===== config.mk =====
export PLATFORM = sky130hd
export DESIGN_NAME = olist_cell
export DESIGN_NICKNAME = d
export VERILOG_FILES = /design/src/design/olist_pkg.sv /design/src/design/olist_cell.sv
export SDC_FILE = /design/constraint.sdc
export NUM_CORES = 1
export LEC_CHECK = 0
export BUFFER_PORTS_ARGS = -buffer_cell sky130_fd_sc_hd__buf_2
export CORE_MARGIN = 4
export CORE_UTILIZATION = 38
export CTS_CLUSTER_SIZE = 40
export DETAILED_ROUTE_END_ITERATION = 6
export PLACE_DENSITY = 0.77
export SYNTH_ARGS = -nofsm -noshare
export SYNTH_HDL_FRONTEND = slang
export SYNTH_SLANG_ARGS = --single-unit

===== constraint.sdc =====
create_clock -name clk_i -period 1.55 [get_ports clk_i]
set_input_delay 0.31 -clock clk_i [delete_from_list [all_inputs] [get_ports clk_i]]
set_output_delay 0.31 -clock clk_i [all_outputs]
set_load 0.1 [all_outputs]

===== src/design/olist_pkg.sv =====
package olist_pkg;

  // Default geometry of the list.
  localparam int unsigned DefDepth    = 128;
  localparam int unsigned DefKeyWidth = 32;

  // Widths of the transfer fields.
  localparam int unsigned OpW     = 2;
  localparam int unsigned KeyFldW = 32;
  localparam int unsigned PosW    = 8;
  localparam int unsigned StatW   = 2;
  localparam int unsigned CountW  = 8;
  localparam int unsigned SlotW   = 7;

  // Operation codes.
  localparam logic [OpW-1:0] OpAppend  = 2'd0;
  localparam logic [OpW-1:0] OpPrepend = 2'd1;
  localparam logic [OpW-1:0] OpInsert  = 2'd2;
  localparam logic [OpW-1:0] OpRemove  = 2'd3;

  // Status codes.
  localparam logic [StatW-1:0] StatDone     = 2'd0;
  localparam logic [StatW-1:0] StatRejected = 2'd1;
  localparam logic [StatW-1:0] StatNotFound = 2'd2;

  typedef struct packed {
    logic [OpW-1:0]     operation;
    logic [KeyFldW-1:0] key;
    logic [PosW-1:0]    position;
  } req_t;

  typedef struct packed {
    logic [StatW-1:0]  status;
    logic [CountW-1:0] entry_count;
    logic [SlotW-1:0]  slot_index;
  } rsp_t;

  // Per-cell control: what the cell takes at the next clock edge.
  typedef struct packed {
    logic load;
    logic from_left;
    logic from_right;
  } cell_ctrl_t;

endpackage


===== src/design/olist_cell.sv =====
module olist_cell #(
  parameter int unsigned KeyW = olist_pkg::DefKeyWidth
) (
  input  logic                   clk_i,
  input  logic [KeyW-1:0]        key_i,
  input  logic [KeyW-1:0]        left_i,
  input  logic [KeyW-1:0]        right_i,
  input  olist_pkg::cell_ctrl_t  ctrl_i,
  output logic [KeyW-1:0]        data_o,
  output logic                   match_o
);
  import olist_pkg::*;

  logic [KeyW-1:0] data_q, data_d;

  // Next entry: a new key, the lower neighbor (shift up), the upper neighbor
  // (shift down), or the current entry.
  always_comb begin
    priority if (ctrl_i.load) begin
      data_d = key_i;
    end else if (ctrl_i.from_left) begin
      data_d = left_i;
    end else if (ctrl_i.from_right) begin
      data_d = right_i;
    end else begin
      data_d = data_q;
    end
  end

  always_ff @(posedge clk_i) begin
    data_q <= data_d;
  end

  // Local key compare for remove.
  assign match_o = (data_q == key_i);
  assign data_o  = data_q;

endmodule


==> results of run 1 <==
how the worst max path moves through the flow:
stage | to | slack, ns | cells after the start
floorplan | match_o | -0.81 | 4
global placement | match_o | -0.36 | 6
detailed placement | match_o | -0.35 | 6
CTS | match_o | -0.54 | 5
global route | match_o | -0.62 | 5
finish | match_o | -0.51 | 5
repair_timing:
item                                    CTS  global route
gates resized for setup                   4             2
buffers inserted                          0             0
endpoints found under the setup margin    1             1
pin swaps                                 4             1
hold endpoints to repair                  0             0
synth_stat cells (2+ instances only):
| library cell | count | area, um2 |
|---|---|---|
| nand4_1 | 2 | 12.51 |
| o21ai_0 | 32 | 160.2 |
| xor2_1 | 32 | 280.3 |
| nor4_1 | 8 | 50.05 |
| nand2_1 | 32 | 120.1 |
| buf_2 | 2 | 10.01 |
| clkbuf_1 | 5 | 18.77 |
| buf_6 | 3 | 33.78 |
| mux2i_1 | 32 | 320.3 |
| edfxtp_1 | 32 | 960.9 |
cell type report:
cell class / count / area (um2)
fillers: 462 / 2125
multi-input cells: 140 / 999.7
flip-flops and latches: 32 / 960.9
repair buffers: 152 / 825.8
well taps: 70 / 87.58
clock buffers: 5 / 68.82
clock inverters: 2 / 7.507
report_power, final:
part	switching [mW]	leakage, nW	internal (mW)
clock network	0.285	0.0391	0.296
registers	0.0650	0.338	1.07
logic	0.984	1.08	0.326
stage by stage:
stage | hold slack, ns | instance area, um2
finish | 0.3359 | 2950
global route | 0.3301 | 2950
CTS | 0.3290 | 2938
detailed placement | 0.6194 | 2836
global placement | 0.6142 | 2836
floorplan | 0.4971 | 1993
critical path: stages (launching register included):
cell and delay [ns]:
edfxtp_1 0.40, xor2_1 0.18, nor4_2 0.33, nand4_1 0.23, nor2_4 0.16, buf_12 0.18
cell families (layout without fill, tap and decap cells):
logic type      Yosys count  count (layout)
simple gates             44              44
compound gates           32              32
buf+inv                  11             159
mux                      32              32
flops                    32              32
xor+xnor                 32              32
routing by layer:
metal	share of wire	up-vias
met4	0.0077	0
met1	0.39	830
met5	0	-
li1	-	952
met2	0.52	75
met3	0.079	6
==> reports/metrics.yaml, run 1 <==
clock_tree:
  h-tree-depth: 2
  hold_buffers: 0
  cts_max_path_buffers: 2
  cts_root_buffer: "clkbuf_8"
  cts_buffers: 5
  clkSinkCount: 32
  cts_tree: "done"
  clk_pin_slew_ns: 0.06
global_routing:
  grtUsageMet3: 0.03924
  grt_busiest_layer: "met2"
  grt_overflow: 0
  grt_pass1_wl_um: 8355
  grt_util_met2: 0.3005
  grt_max_degree: 65
  first_global_vias: 1884
  antenna_found_initial: 0
  met1_usage: 0.1930
  track_usage: 0.1668
routing:
  avgViaCountPerCell: 4.646
  drtIter0Drc: 62
  ant_nets: 0
  wl_per_cell_um: 13.62
  drc: 0
  route.vias.total: 1863
  routed_wirelength_um: 5462
  first_pass_iters: 4
floorplanning:
  fp-row-count: 26
  num_io_pins: 133
  die_w_um: 80.27
  start_util: 0.3910
  die_h_um: 80.27
  core_um2: 5075
  die_area_um2: 6442
finish:
  stdcell_count: 401
  syn2layout_area_growth_pct: 48.68
  nNetsFinal: 431
  drive_above_1_share: 0.4985
  fin_util: 0.5814
  num_antenna_cells: 0
  largest_reg_flops: 32
  final_common_cell: "buf_2"
critical_path:
  cp-start-kind: "register"
  cp_max_fo: 2
  cp-end-kind: "output pin"
  crit_required_ns: 1.24
  arrival_ns: 1.75
  critPathKind: "register to output pin"
  crit_path_start: "data_o[25]"
timing:
  fin_crit_sh: 1.328
  hold_violations: 0
  timing.fmax_ghz: 0.4859
  rsz0062_at_grt: "yes"
  slew_viol_final: 0
  relSlewSlack: 0.6471
  worst_pin_slew_ns: 0.5294
  setup_ws_ns: -0.5079
  period_minus_slack_ns: 2.058
  tns_ns: -0.5079
  finalSetupViolCount: 1
flow_run:
  maxCapViolations: 0
worst_hold_path:
  min_from: "key_i[14]"
  min_path_type: "input port to register"
  hold_depth: 3
  hold_end: "data_o[14]"
placement:
  pre_cts_ws_ns: -0.3518
  hpwl_um: 4352
  gp_congestion: 0.7252
  dp_cells: 394
  io_buffers: 132
logic_synthesis:
  synth_cells: 183
  synthFlopType: "edfxtp_1"
  synth_top_family_by_area: "multiplexers"
  synth_edf_count: 32
  synthAdderAreaFrac: 0
  muxShareOfSynthArea: 0.1614
  synth_xor_area_frac: 0.1412
  ys_ff_latch: 32
  avgSynthCellArea_um2: 10.84
  yosysSeqAreaShare: 0.4842
  synth-simple-area-share: 0.09710
  syn-cell-area_um2: 1984
  yosys_warnings: 0
  synth_compound_area_frac: 0.08071
  yosys.cell_types.count: 13
  synth-async-reset-ratio: 0
  syn_nets: 283
pwr:
  totalPowerFinal_mw: 3.029
  p_per_area_nw_per_um2: 1027
  p_leak_nw: 1.453
  peakVddDrop_mv: 0.4334
status:
  violations: "setup timing"
  outcome: "finished, violations left"
Note: power is estimated with default switching activity, not from simulation.
==> run 2: changes to the inputs <==
--- a/config.mk
+++ b/config.mk
@@ -5,12 +5,13 @@
 export SDC_FILE = /design/constraint.sdc
 export NUM_CORES = 1
 export LEC_CHECK = 0
+export ABC_CLOCK_PERIOD_IN_PS = 1550
 export BUFFER_PORTS_ARGS = -buffer_cell sky130_fd_sc_hd__buf_2
 export CORE_MARGIN = 4
 export CORE_UTILIZATION = 38
 export CTS_CLUSTER_SIZE = 40
 export DETAILED_ROUTE_END_ITERATION = 6
-export PLACE_DENSITY = 0.77
+export PLACE_DENSITY = 0.85
 export SYNTH_ARGS = -nofsm -noshare
 export SYNTH_HDL_FRONTEND = slang
 export SYNTH_SLANG_ARGS = --single-unit
==> reports/metrics.yaml, run 2 (same netlist as run 1, synthesis figures left out) <==
critical_path:
  cp_max_fo: 2
  crit_path_start: "data_o[25]"
  cp-start-kind: "register"
  arrival_ns: 1.77
  cp-end-kind: "output pin"
  critPathKind: "register to output pin"
  crit_required_ns: 1.24
  crit_end: "match_o"
floorplanning:
  fp-row-count: 26
  die_area_um2: 6442
  die_h_um: 80.27
  start_util: 0.3910
  num_io_pins: 133
  die_w_um: 80.27
  core_um2: 5075
timing:
  worst_hold_slack_ns: 0.3328
  hold_violations: 0
  period_minus_slack_ns: 2.078
  fin_crit_sh: 1.340
  relSlewSlack: 0.6392
  timing.fmax_ghz: 0.4813
  setup_ws_ns: -0.5276
  worst_pin_slew_ns: 0.5413
  finalSetupViolCount: 1
  slew_viol_final: 0
  rsz0062_at_grt: "yes"
routing:
  wl_per_cell_um: 13.31
  drc: 0
  top_layer: "met4"
  ant_nets: 0
  first_pass_iters: 3
  routed_wirelength_um: 5430
  dr_wl_met3_um: 414
  met1_length_um: 2092
  routed-wl-met2_um: 2837
  avgViaCountPerCell: 4.554
  drtIter0Drc: 78
  route.vias.total: 1858
pwr:
  peakVddDrop_mv: 0.5148
  p_int_mw: 1.723
  power_frac_clock: 0.197
  swShare: 0.4351
  pwr-share-comb: 0.431
  p_sw_mw: 1.327
  p_per_area_nw_per_um2: 1017
  p_seq_frac: 0.372
  p_leak_nw: 1.489
global_routing:
  grt_pass1_wl_um: 8059
  track_usage: 0.1652
  antenna_found_initial: 0
  grt_overflow: 0
  first_global_vias: 1822
  grt_max_degree: 65
placement:
  dp_cells: 399
  gp_congestion: 0.7619
  hpwl_um: 4296
  io_buffers: 132
finish:
  num_antenna_cells: 0
  nNetsFinal: 437
  drive_above_1_share: 0.4970
  largest_reg_flops: 32
  stdcell_count: 408
  nFillCells: 451
  final_common_cell: "buf_2"
  syn2layout_area_growth_pct: 51.07
flow_run:
  maxCapViolations: 0
clock_tree:
  clkSinkCount: 32
  cts_root_buffer: "clkbuf_8"
  clk_pin_slew_ns: 0.06
  h-tree-depth: 2
  cts_tree: "done"
  cts_max_path_buffers: 2
  cts_buffers: 5
status:
  violations: "setup timing"
  outcome: "finished, violations left"
worst_hold_path:
  min_path_type: "input port to register"
[run 2: stage by stage]
stage	power, mW	setup TNS [ns]	setup slack, ns	area [um2]	utilization
6_report	3.049	-0.5276	-0.5276	2998	0.5907
5_1_grt	3.193	-0.6455	-0.6455	2998	0.5907
4_1_cts	3.075	-0.5562	-0.5562	2983	0.5878
3_5_place_dp	2.457	-0.3365	-0.3365	2887	0.5688
3_3_place_gp	2.437	-0.3520	-0.3520	2887	0.5688
2_1_floorplan	2.107	-0.8079	-0.8079	1993	-
[run 2: worst min-delay path by stage]
stage,depth (start not counted),start,end
finish,3,key_i[0],data_o[0]
global route,3,key_i[9],data_o[9]
CTS,3,key_i[29],data_o[29]
detailed placement,3,key_i[0],data_o[0]
global placement,3,key_i[15],data_o[15]
floorplan,2,key_i[29],data_o[29]
[run 2: layer usage]
layer  global-route usage  up-vias
met1               0.1820      808
li1                     -      969
met3              0.05045        8
met4              0.06250        0
met5                    0        -
met2               0.2955       73
[run 2: power groups by stage]
stage	sequential, mW	combinational (mW)	clock [mW]
final	1.13	1.32	0.599
after global routing	1.15	1.38	0.662
after detailed placement	1.16	1.30	0
after CTS	1.14	1.31	0.624
after floorplan	1.87	0.234	0
after global placement	1.15	1.29	0
[run 2: cell type report]
type / instances / area [um2] / share of cell area
Clock inverter: 1 / 3.754 / 0.001252
Multi-Input combinational cell: 140 / 980.9 / 0.3272
Timing Repair Buffer: 158 / 888.4 / 0.2963
Sequential cell: 32 / 960.9 / 0.3205
Clock buffer: 7 / 76.32 / 0.02546
Tap cell: 70 / 87.58 / 0.02922
[run 2: critical path: stages (launching register included)]
cell and delay [ns]:
edfxtp_1 0.40, xor2_1 0.16, nor4_1 0.27, buf_4 0.15, nand4_1 0.17, nor2_4 0.17, buf_12 0.18
[run 2: timing repair]
item	in CTS	in global routing
setup endpoints to repair	1	2
cloned	0	0
hold buffers	0	0
pin swaps	3	1
setup buffers	1	0
resized for setup	2	3
